### src/sjfq_pkg.sv
// Package: sizes, codes, states, item, entry and request types for the queue.
package sjfq_pkg;

  localparam int unsigned QUEUE_DEPTH = 32;
  localparam int unsigned ID_BITS     = 8;
  localparam int unsigned LENGTH_BITS = 8;
  localparam int unsigned ADDR_W      = $clog2(QUEUE_DEPTH);
  localparam int unsigned CNT_W       = $clog2(QUEUE_DEPTH + 1);
  localparam int unsigned OCC_W       = 6;
  localparam int unsigned STATUS_W    = 3;
  localparam int unsigned OP_W        = 2;

  localparam logic [OP_W-1:0] OP_ENQ = 2'd0;
  localparam logic [OP_W-1:0] OP_DEQ = 2'd1;

  localparam logic [STATUS_W-1:0] ST_OK        = 3'd0;
  localparam logic [STATUS_W-1:0] ST_EMPTY     = 3'd1;
  localparam logic [STATUS_W-1:0] ST_NOT_FOUND = 3'd2;
  localparam logic [STATUS_W-1:0] ST_FULL      = 3'd3;
  localparam logic [STATUS_W-1:0] ST_DUP       = 3'd4;

  typedef enum logic [2:0] {
    S_IDLE,
    S_SCAN,
    S_SHIFT_UP,
    S_INSERT,
    S_SHIFT_DN,
    S_HEAD_RD,
    S_HEAD_CAP
  } state_e;

  typedef struct packed {
    logic [OP_W-1:0]        opcode;
    logic [ID_BITS-1:0]     proc_id;
    logic [LENGTH_BITS-1:0] job_length;
  } in_item_t;

  typedef struct packed {
    logic [STATUS_W-1:0]    status;
    logic                   head_valid;
    logic [ID_BITS-1:0]     head_id;
    logic [LENGTH_BITS-1:0] applied_length;
    logic [OCC_W-1:0]       occupancy;
  } out_item_t;

  typedef struct packed {
    logic [ID_BITS-1:0]     id;
    logic [LENGTH_BITS-1:0] len;
  } entry_t;

  typedef struct packed {
    logic              rd_en;
    logic [ADDR_W-1:0] raddr;
    logic              we;
    logic [ADDR_W-1:0] waddr;
    entry_t            wdata;
  } mem_req_t;

endpackage

### src/sjfq_store.sv
// Entry store: one write port, one registered read port.
module sjfq_store (
  input  logic              clk_i,
  input  sjfq_pkg::mem_req_t req_i,
  output sjfq_pkg::entry_t   rdata_o
);

  sjfq_pkg::entry_t mem_q [sjfq_pkg::QUEUE_DEPTH];

  always_ff @(posedge clk_i) begin
    if (req_i.we) begin
      mem_q[req_i.waddr] <= req_i.wdata;
    end
  end

  always_ff @(posedge clk_i) begin
    if (req_i.rd_en) begin
      rdata_o <= mem_q[req_i.raddr];
    end
  end

endmodule

### src/sjf_sorted_ready_queue_core.sv
// Top level: shortest-job-first ready queue with a sequenced entry walk.
//
//  channel | signals                              | direction
//  --------+--------------------------------------+----------
//  in      | in_valid_i, in_ready_o, in_i         | item in
//  out     | out_valid_o, out_ready_i, out_o      | item out
//  cfg     | cfg_we_i, cfg_wdata_i                | write only
//
// One item at a time through one store read port and one write port.
// Enqueue: scan of n entries, shift up of the m entries from the insert point,
// insert, head read, capture; on duplicate or full, no shift and no insert.
// Dequeue: scan, shift down if found, head read, capture. Pick: read, capture.
// Reset empties the queue at once; no clearing pass.
// A stalled result holds the last step; in_ready_o is high only when idle.
module sjf_sorted_ready_queue_core (
  input  logic                 clk_i,
  input  logic                 rst_ni,
  input  logic                 in_valid_i,
  output logic                 in_ready_o,
  input  sjfq_pkg::in_item_t   in_i,
  output logic                 out_valid_o,
  input  logic                 out_ready_i,
  output sjfq_pkg::out_item_t  out_o,
  input  logic                 cfg_we_i,
  input  logic [7:0]           cfg_wdata_i
);

  localparam int unsigned AW = sjfq_pkg::ADDR_W;
  localparam int unsigned CW = sjfq_pkg::CNT_W;
  localparam int unsigned LW = sjfq_pkg::LENGTH_BITS;
  localparam int unsigned IW = sjfq_pkg::ID_BITS;

  sjfq_pkg::state_e state_q, state_d;

  logic [LW-1:0]                 dflt_q;
  logic [sjfq_pkg::OP_W-1:0]     op_q, op_d;
  logic [IW-1:0]                 id_q, id_d;
  logic [LW-1:0]                 len_q, len_d;
  logic [CW-1:0]                 cnt_q, cnt_d;
  logic [CW-1:0]                 idx_q, idx_d;
  logic [CW-1:0]                 pos_q, pos_d;
  logic [CW-1:0]                 at_q, at_d;
  logic                          found_q, found_d;
  logic                          rd_vld_q, rd_vld_d;
  logic [AW-1:0]                 rd_idx_q, rd_idx_d;
  logic [sjfq_pkg::STATUS_W-1:0] status_q, status_d;
  logic [LW-1:0]                 applied_q, applied_d;
  logic                          out_valid_q, out_valid_d;
  sjfq_pkg::out_item_t           out_q, out_d;

  sjfq_pkg::mem_req_t req;
  sjfq_pkg::entry_t   rdata;

  logic          in_acc;
  logic          scan_done;
  logic          up_done;
  logic          dn_done;
  logic          op_pick;
  logic          enq_ok;
  logic          deq_ok;
  logic [CW-1:0] idx_dec;

  sjfq_store u_store (
    .clk_i  (clk_i),
    .req_i  (req),
    .rdata_o(rdata)
  );

  assign in_ready_o  = (state_q == sjfq_pkg::S_IDLE);
  assign in_acc      = in_valid_i && in_ready_o;
  assign out_valid_o = out_valid_q;
  assign out_o       = out_q;

  assign idx_dec   = idx_q - CW'(1);
  assign scan_done = (idx_q == cnt_q) && !rd_vld_q;
  assign up_done   = (idx_q == pos_q) && !rd_vld_q;
  assign dn_done   = (idx_q == cnt_q) && !rd_vld_q;
  assign op_pick   = (in_i.opcode != sjfq_pkg::OP_ENQ) && (in_i.opcode != sjfq_pkg::OP_DEQ);
  assign enq_ok    = (op_q == sjfq_pkg::OP_ENQ) && !found_q &&
                     (cnt_q != CW'(sjfq_pkg::QUEUE_DEPTH));
  assign deq_ok    = (op_q == sjfq_pkg::OP_DEQ) && found_q;

  // next state
  always_comb begin
    state_d = state_q;
    case (state_q)
      sjfq_pkg::S_IDLE: begin
        if (in_acc) begin
          state_d = op_pick ? sjfq_pkg::S_HEAD_RD : sjfq_pkg::S_SCAN;
        end
      end
      sjfq_pkg::S_SCAN: begin
        if (scan_done) begin
          if (enq_ok) begin
            state_d = sjfq_pkg::S_SHIFT_UP;
          end else if (deq_ok) begin
            state_d = sjfq_pkg::S_SHIFT_DN;
          end else begin
            state_d = sjfq_pkg::S_HEAD_RD;
          end
        end
      end
      sjfq_pkg::S_SHIFT_UP: begin
        if (up_done) begin
          state_d = sjfq_pkg::S_INSERT;
        end
      end
      sjfq_pkg::S_INSERT:   state_d = sjfq_pkg::S_HEAD_RD;
      sjfq_pkg::S_SHIFT_DN: begin
        if (dn_done) begin
          state_d = sjfq_pkg::S_HEAD_RD;
        end
      end
      sjfq_pkg::S_HEAD_RD:  state_d = sjfq_pkg::S_HEAD_CAP;
      sjfq_pkg::S_HEAD_CAP: begin
        if (!out_valid_q || out_ready_i) begin
          state_d = sjfq_pkg::S_IDLE;
        end
      end
      default: state_d = sjfq_pkg::S_IDLE;
    endcase
  end

  // datapath and store control
  always_comb begin
    op_d        = op_q;
    id_d        = id_q;
    len_d       = len_q;
    cnt_d       = cnt_q;
    idx_d       = idx_q;
    pos_d       = pos_q;
    at_d        = at_q;
    found_d     = found_q;
    rd_vld_d    = 1'b0;
    rd_idx_d    = rd_idx_q;
    status_d    = status_q;
    applied_d   = applied_q;
    out_d       = out_q;
    out_valid_d = out_valid_q && !out_ready_i;
    req         = '0;
    req.wdata   = rdata;

    case (state_q)
      sjfq_pkg::S_IDLE: begin
        if (in_acc) begin
          op_d      = in_i.opcode;
          id_d      = in_i.proc_id;
          len_d     = (in_i.job_length == '0) ? dflt_q : in_i.job_length;
          idx_d     = '0;
          pos_d     = '0;
          at_d      = '0;
          found_d   = 1'b0;
          applied_d = '0;
          status_d  = (op_pick && cnt_q == '0) ? sjfq_pkg::ST_EMPTY : sjfq_pkg::ST_OK;
        end
      end
      sjfq_pkg::S_SCAN: begin
        if (idx_q < cnt_q) begin
          req.rd_en = 1'b1;
          req.raddr = idx_q[AW-1:0];
          rd_vld_d  = 1'b1;
          rd_idx_d  = idx_q[AW-1:0];
          idx_d     = idx_q + CW'(1);
        end
        if (rd_vld_q) begin
          if (rdata.id == id_q && !found_q) begin
            found_d = 1'b1;
            at_d    = CW'(rd_idx_q);
          end
          if (rdata.len <= len_q) begin
            pos_d = CW'(rd_idx_q) + CW'(1);
          end
        end
        if (scan_done) begin
          if (op_q == sjfq_pkg::OP_ENQ) begin
            if (found_q) begin
              status_d = sjfq_pkg::ST_DUP;
            end else if (cnt_q == CW'(sjfq_pkg::QUEUE_DEPTH)) begin
              status_d = sjfq_pkg::ST_FULL;
            end
            idx_d = cnt_q;
          end else begin
            if (cnt_q == '0) begin
              status_d = sjfq_pkg::ST_EMPTY;
            end else if (!found_q) begin
              status_d = sjfq_pkg::ST_NOT_FOUND;
            end
            idx_d = at_q + CW'(1);
          end
        end
      end
      sjfq_pkg::S_SHIFT_UP: begin
        if (idx_q > pos_q) begin
          req.rd_en = 1'b1;
          req.raddr = idx_dec[AW-1:0];
          rd_vld_d  = 1'b1;
          rd_idx_d  = idx_dec[AW-1:0];
          idx_d     = idx_dec;
        end
        if (rd_vld_q) begin
          req.we    = 1'b1;
          req.waddr = rd_idx_q + AW'(1);
        end
      end
      sjfq_pkg::S_INSERT: begin
        req.we       = 1'b1;
        req.waddr    = pos_q[AW-1:0];
        req.wdata.id = id_q;
        req.wdata.len = len_q;
        cnt_d        = cnt_q + CW'(1);
        applied_d    = len_q;
      end
      sjfq_pkg::S_SHIFT_DN: begin
        if (idx_q < cnt_q) begin
          req.rd_en = 1'b1;
          req.raddr = idx_q[AW-1:0];
          rd_vld_d  = 1'b1;
          rd_idx_d  = idx_q[AW-1:0];
          idx_d     = idx_q + CW'(1);
        end
        if (rd_vld_q) begin
          req.we    = 1'b1;
          req.waddr = rd_idx_q - AW'(1);
        end
        if (dn_done) begin
          cnt_d = cnt_q - CW'(1);
        end
      end
      sjfq_pkg::S_HEAD_RD: begin
        req.rd_en = 1'b1;
        req.raddr = '0;
      end
      sjfq_pkg::S_HEAD_CAP: begin
        if (!out_valid_q || out_ready_i) begin
          out_valid_d          = 1'b1;
          out_d.status         = status_q;
          out_d.head_valid     = (cnt_q != '0);
          out_d.head_id        = (cnt_q != '0) ? rdata.id : '0;
          out_d.applied_length = applied_q;
          out_d.occupancy      = sjfq_pkg::OCC_W'(cnt_q);
        end
      end
      default: ;
    endcase
  end

  always_ff @(posedge clk_i or negedge rst_ni) begin
    if (!rst_ni) begin
      state_q     <= sjfq_pkg::S_IDLE;
      dflt_q      <= LW'(5);
      cnt_q       <= '0;
      rd_vld_q    <= 1'b0;
      out_valid_q <= 1'b0;
    end else begin
      state_q     <= state_d;
      cnt_q       <= cnt_d;
      rd_vld_q    <= rd_vld_d;
      out_valid_q <= out_valid_d;
      if (cfg_we_i) begin
        dflt_q <= cfg_wdata_i[LW-1:0];
      end
    end
  end

  always_ff @(posedge clk_i) begin
    op_q      <= op_d;
    id_q      <= id_d;
    len_q     <= len_d;
    idx_q     <= idx_d;
    pos_q     <= pos_d;
    at_q      <= at_d;
    found_q   <= found_d;
    rd_idx_q  <= rd_idx_d;
    status_q  <= status_d;
    applied_q <= applied_d;
    out_q     <= out_d;
  end

endmodule
### config.mk
export PLATFORM = sky130hd
export DESIGN_NAME = sjf_sorted_ready_queue_core
export DESIGN_NICKNAME = d
export VERILOG_FILES = /design/src/sjfq_pkg.sv /design/src/sjfq_store.sv /design/src/sjf_sorted_ready_queue_core.sv
export SDC_FILE = /design/constraint.sdc
export NUM_CORES = 1
export LEC_CHECK = 0
export BUFFER_PORTS_ARGS = -buffer_cell sky130_fd_sc_hd__buf_4
export CORE_UTILIZATION = 25
export CTS_CLUSTER_SIZE = 30
export DETAILED_ROUTE_END_ITERATION = 12
export GPL_ROUTABILITY_DRIVEN = 0
export PLACE_DENSITY = 0.39
export SKIP_CTS_REPAIR_TIMING = 1
export SLEW_MARGIN = 20
export SYNTH_ARGS = -nofsm -noshare
export SYNTH_HDL_FRONTEND = slang
export SYNTH_SLANG_ARGS = --single-unit
### constraint.sdc
create_clock -name clk_i -period 3.78 [get_ports clk_i]
set_input_delay 0.756 -clock clk_i [delete_from_list [all_inputs] [get_ports clk_i]]
set_output_delay 0.756 -clock clk_i [all_outputs]
set_load 0.05 [all_outputs]
==> results of run 1 <==
-- worst paths after layout --
path | cells after the start | slack [ns] | to | start
min in group clk_i | 1 | 0.31 | id_q[6] | in_i[14]
worst min-delay path | 1 | 0.03 | state_q[1] | rst_ni
worst max register to register | 11 | 0.08 | u_store.rdata_o[2] | idx_q[5]
worst min register to register | 0 | 0.42 | out_o[13] | applied_q[7]
max in group asynchronous | 1 | 3.45 | dflt_q[0] | rst_ni
worst max-delay path | 11 | 0.08 | u_store.rdata_o[2] | idx_q[5]
-- synthesized netlist by cell type, types with 3 or more instances --
master	n
inv_1	35
mux2_2	7
a221oi_1	21
a21o_1	22
xor2_1	7
a21oi_1	180
nand4_1	9
and2_1	33
o21ai_0	30
nor4_1	4
clkbuf_1	49
nand2_1	412
and3_1	20
a211oi_1	18
o22ai_1	6
o211ai_1	3
a311oi_1	17
or3_1	3
nand2_2	3
buf_2	47
buf_4	7
nand2b_1	12
ha_1	30
a31oi_1	15
nand3_1	69
nor2_1	72
xnor2_1	21
edfxtp_1	606
a32oi_1	31
mux2i_1	20
dfrtp_1	17
o221ai_1	4
nor2b_1	3
a22oi_1	33
nor3_1	30
o21bai_1	3
o22a_1	17
buf_1	12
-- state kept, by name (all words and copies together), names as in the netlist, 6 cells and up --
register	count
u_store.rdata_o	16
id_q	8
len_q	8
cnt_q	6
dflt_q	8
out_o	26
idx_q	6
pos_q	6
u_store.mem_q	512
applied_q	8
-- metal layers --
metal	global-route usage [%]	wire length, um	up-vias
met2	24.3	38000	429
met4	5.45	2530	0
met5	0	0	-
met3	2.77	4030	116
met1	21.8	38500	8528
li1	-	-	7677
-- critical path, stage by stage, from the launching register on --
cell and delay (ns):
edfxtp_1 0.44, ha_1 0.38, nand4_2 0.16, o21ba_2 0.21, o311a_1 0.39, a211oi_4 0.26
buf_4 0.19, buf_4 0.34, nor2_1 0.08, buf_4 0.24, a32oi_1 0.61, a21oi_1 0.13
-- where the power goes --
part | internal, mW | switching, mW | leakage, nW
Combinational | 3.52 | 7.58 | 3.98
Sequential | 9.47 | 0.524 | 5.72
Clock | 3.73 | 2.87 | 1.06
-- area by class of cell --
class / instances / area, sq um / share of cell area [%]
well taps: 1380 / 1730 / 5.51
repair buffers: 202 / 1820 / 5.80
flip-flops and latches: 625 / 18700 / 59.6
diodes: 3 / 7.51 / 0.0240
inverters: 37 / 139 / 0.443
clock inverters: 26 / 229 / 0.731
clock buffers: 99 / 1930 / 6.18
multi-input cells: 1189 / 6790 / 21.7
-- metrics by stage --
stage	TNS (ns)	total power, mW	hold WS [ns]
global placement	-0.388	21.2	0.407
global route	-0.120	29.1	0.0184
detailed placement	-0.429	21.3	0.405
finish	0	27.7	0.0277
CTS	-0.451	28.0	0.00104
floorplan	0	16.0	0.400
-- kinds of logic (layout without fill, tap and decap cells) --
kind of cell    Yosys count  count (layout)  share of synthesized area (%)
flops                   625             625                           71.6
compound gates          422             422                           10.8
mux                      27              27                           1.07
xor+xnor                 29              29                           1.00
fa+ha+maj                31              31                           1.52
other cells               0               3                              0
simple gates            680             680                           11.3
buf+inv                 154             364                           2.60
==> flow_summary_export.csv, run 1 <==
group,metric,value,unit
sta,relSlewSlack,34.3,%
sta,rsz0062_at_grt,"yes",
finish,final_cells,3561,
placement,pre_cts_slack,-0.175,ns
die,initial_utilization,25.2,%
synthesis,syn_area,26100,sq um
placement,port_buffers,58,
routing,drc_errors,0,
finish,final_cell_mix,"edfxtp_1 (606), nand2_1 (412), a21oi_1 (178), buf_4 (178), clkbuf_16 (73)",
placement,dp_cells,3427,
power,power_leakage,10.8,nW
sta,tightest_slew,0.986,ns
synthesis,synth_warnings,0,
synthesis,synth_area_leaders,"edfxtp_1 (70%), nand2_1 (5.9%), a21oi_1 (3.5%), dfrtp_1 (1.6%), ha_1 (1.4%)",
routing,postRouteAntennaNets,0,
die,die_width,325,um
global_routing,grt_pass1_wl,120000,um
synthesis,synth_cell_types,70,
placement,dp_hpwl,53000,um
power,p_per_area,885,nW/um^2
global_routing,grt_max_degree,58,
sta,hold_viol,0,
critical_path,cp-end-kind,"flip-flop",
sta,setup_violations,0,
finish,layout-drive-gt1-share,15.5,%
global_routing,antenna_found_initial,2,
routing,drtPass1Iterations,5,
routing,drtIter0Drc,1377,
sta,final_max_slew_viol_count,0,
routing,wl_per_cell,23.3,um
synthesis,synth_top_cell_by_area,"edfxtp_1",
routing,routed_via_density,4.70,
power,ir_drop,0.438,mV
finish,n_fill_cell,10300,
placement,dpl_cell_area,29100,sq um
die,core,103000,sq um
synthesis,synth_top_area_share,69.8,%
sta,fin_crit_sh,97.9,%
finish,nets,2189,
routing,num_vias,16800,
clock_network,cts_inserted_buffers,72,
global_routing,grt_pass1_vias,16700,
sta,fin_ws,0.0789,ns
synthesis,netlist_instances,1968,
clock_network,root_buffer,"clkbuf_16",
critical_path,crit_required,4.14,ns
critical_path,start_kind,"flip-flop",
synthesis,syn-num-nets,2030,
finish,mostFrequentLayoutCell,"edfxtp_1",
min_path,hp-class,"input port to asynchronous set/reset pin",
job,drv_cap,0,
status,status,"complete, no violations",
die,die_h,325,um
synthesis,ys_seq_area_share,71.6,%
synthesis,synth_edf_count,606,
synthesis,avgSynthCellArea,13.2,sq um
sta,min_period,3.70,ns
clock_network,clkLatencyLatePin,0.63,ns
global_routing,grtUsageTotal,15.6,%
die,rows,118,
die,die_area,106000,sq um
clock_network,path_clk_slew,0.06,ns
critical_path,crit_arrival,4.06,ns
finish,final_util,30.3,%
sta,fmax,0.270,GHz
die,ioPinCount,59,
clock_network,clock_sinks,625,
clock_network,htreeDepth,3,
global_routing,overflow,0,
critical_path,crit_fanout,26,
routing,wirelength,83100,um
synthesis,synth_seq_cells,625,
finish,final_area,31300,sq um
critical_path,criticalPathCategory,"flip-flop to flip-flop",
clock_network,cts_tree,"done",
synthesis,synth_ff_type,"edfxtp_1",
finish,area_growth,20.1,%
synthesis,async_flop_share,3.04,%
sta,fin_skew,0.0253,ns
clock_network,clockBufferDepth,3,
(Power assumes the default switching activity.)
==> run 2: changes to the inputs <==
--- a/config.mk
+++ b/config.mk
@@ -11,6 +11,7 @@
 export DETAILED_ROUTE_END_ITERATION = 12
 export GPL_ROUTABILITY_DRIVEN = 0
 export PLACE_DENSITY = 0.39
+export SETUP_SLACK_MARGIN = 0.5
 export SKIP_CTS_REPAIR_TIMING = 1
 export SLEW_MARGIN = 20
 export SYNTH_ARGS = -nofsm -noshare
==> run 2 against run 1 <==
Against the previous run:
- critical path depth is 3 higher
- cell area rose by 5.7%
- largest cell class unchanged
- global-route usage is the same
- clock-buffer cell count unchanged
- combinational power is 23% higher
- flip-flop and latch count stayed put
- register-to-register slack better by 0.39 ns
- maximum frequency is 12% higher
- final cell count increased by 2.0%
- routed wire length rose by 7.4%
- critical path type unchanged
- largest power group unchanged
- clock skew barely moved
- non-clock buffer count grew 71
==> flow_summary_export.csv, run 2 (synthesis results as in run 1) <==
group,metric,value,unit
finish,nets,2261,
clock_network,clockBufferDepth,3,
finish,mostFrequentLayoutCell,"edfxtp_1",
status,status,"complete, no violations",
sta,relSlewSlack,47.2,%
sta,fmax,0.302,GHz
finish,final_cell_mix,"edfxtp_1 (606), nand2_1 (407), buf_4 (204), a21oi_1 (148), clkbuf_16 (87)",
global_routing,grt_pass1_vias,16700,
job,drv_cap,0,
routing,drc_errors,0,
finish,largest_register_ffs,512,
clock_network,clkLatencyLatePin,0.64,ns
critical_path,worst_r2r_endpoint,"u_store.rdata_o[3]",
clock_network,cts_tree,"done",
die,die_area,106000,sq um
die,core,103000,sq um
power,p_per_area,916,nW/um^2
global_routing,grt_max_degree,58,
sta,hold_viol,0,
finish,top_register,"u_store.mem_q",
critical_path,r2r_start,"idx_q[5]",
clock_network,htreeDepth,3,
clock_network,clock_sinks,625,
critical_path,crit_fanout,11,
placement,port_buffers,58,
die,initial_utilization,25.2,%
critical_path,rr_worst_depth,14,
critical_path,start_kind,"flip-flop",
finish,final_util,32.0,%
min_path,hp-class,"input port to asynchronous set/reset pin",
die,ioPinCount,59,
routing,drtPass1Iterations,5,
critical_path,crit_required,4.27,ns
die,die_h,325,um
critical_path,criticalPathCategory,"flip-flop to flip-flop",
finish,layout-drive-gt1-share,22.9,%
finish,area_growth,27.0,%
critical_path,cp-end-kind,"flip-flop",
sta,setup_violations,0,
routing,drtIter0Drc,1458,
sta,tightest_slew,0.791,ns
critical_path,r2r_slack,0.47,ns
routing,num_vias,17300,
routing,routed_via_density,4.77,
global_routing,grt_pass1_wl,120000,um
placement,dp_hpwl,53000,um
clock_network,path_clk_slew,0.07,ns
routing,wl_per_cell,24.6,um
clock_network,root_buffer,"clkbuf_16",
sta,min_period,3.31,ns
power,power_leakage,11.4,nW
sta,final_max_slew_viol_count,0,
power,total_power,30.3,mW
global_routing,grtUsageTotal,15.6,%
sta,fin_skew,0.0252,ns
routing,postRouteAntennaNets,0,
global_routing,overflow,0,
die,die_width,325,um
critical_path,crit_arrival,3.80,ns
global_routing,antenna_found_initial,4,
power,ir_drop,0.466,mV
sta,fin_crit_sh,87.6,%
routing,wirelength,89300,um
die,rows,118,
sta,rsz0062_at_grt,"yes",
clock_network,cts_inserted_buffers,72,
[run 2: power breakdown]
group          total (mW)  internal, mW  switching, mW
Sequential           10.0          9.48          0.532
Combinational        13.7          4.93           8.78
Clock                6.62          3.73           2.88
Total                30.3          18.1           12.2
[run 2: metrics by stage]
step                      TNS, ns  cells  instance area (sq um)  setup slack, ns  hold WS (ns)
after floorplan                 0   1968                  26100            0.572         0.400
after global placement     -0.388   3427                  29100           -0.181         0.407
after detailed placement   -0.429   3427                  29100           -0.175         0.405
after CTS                  -0.451   3552                  31200           -0.174       0.00104
after global routing            0   3630                  33100            0.334        0.0170
final                           0   3632                  33100            0.467        0.0225
[run 2: per-layer routing]
layer | vias up | GRT usage [%] | routed length [um]
li1 | 7829 | - | -
met1 | 8892 | 21.8 | 40900
met2 | 473 | 24.3 | 41200
met3 | 123 | 2.77 | 4350
met4 | 0 | 5.45 | 2770
met5 | - | 0 | 0
[run 2: how the worst max path moves through the flow]
stage	slack, ns	startpoint	cells past startpoint	endpoint
after floorplan	0.57	cnt_q[5]	13	u_store.rdata_o[14]
after global placement	-0.18	idx_q[5]	11	u_store.rdata_o[3]
after detailed placement	-0.17	idx_q[5]	11	u_store.rdata_o[3]
after CTS	-0.17	idx_q[5]	11	u_store.rdata_o[3]
after global routing	0.33	idx_q[5]	14	u_store.rdata_o[3]
final	0.47	idx_q[5]	14	u_store.rdata_o[3]
[run 2: worst max-delay path, stage by stage, from the launching register on]
cell and delay (ns):
edfxtp_1 0.50, ha_4 0.32, nand4_1 0.22, a21oi_4 0.24, nor3_4 0.07, ha_2 0.21
nand2_4 0.08, and2_4 0.18, buf_12 0.15, buf_12 0.15, buf_4 0.20, nand2_1 0.08
a311oi_2 0.47, nor3_4 0.13, a21oi_1 0.16
[run 2: cell type report]
| class | instances | area (sq um) |
|---|---|---|
| fillers | 10200 | 70400 |
| flip-flops and latches | 625 | 18700 |
| repair buffers | 273 | 2860 |
| inverters | 37 | 139 |
| multi-input cells | 1190 | 7540 |
| clock inverters | 26 | 229 |
| clock buffers | 99 | 1930 |
| well taps | 1380 | 1730 |
| diodes | 2 | 5.00 |
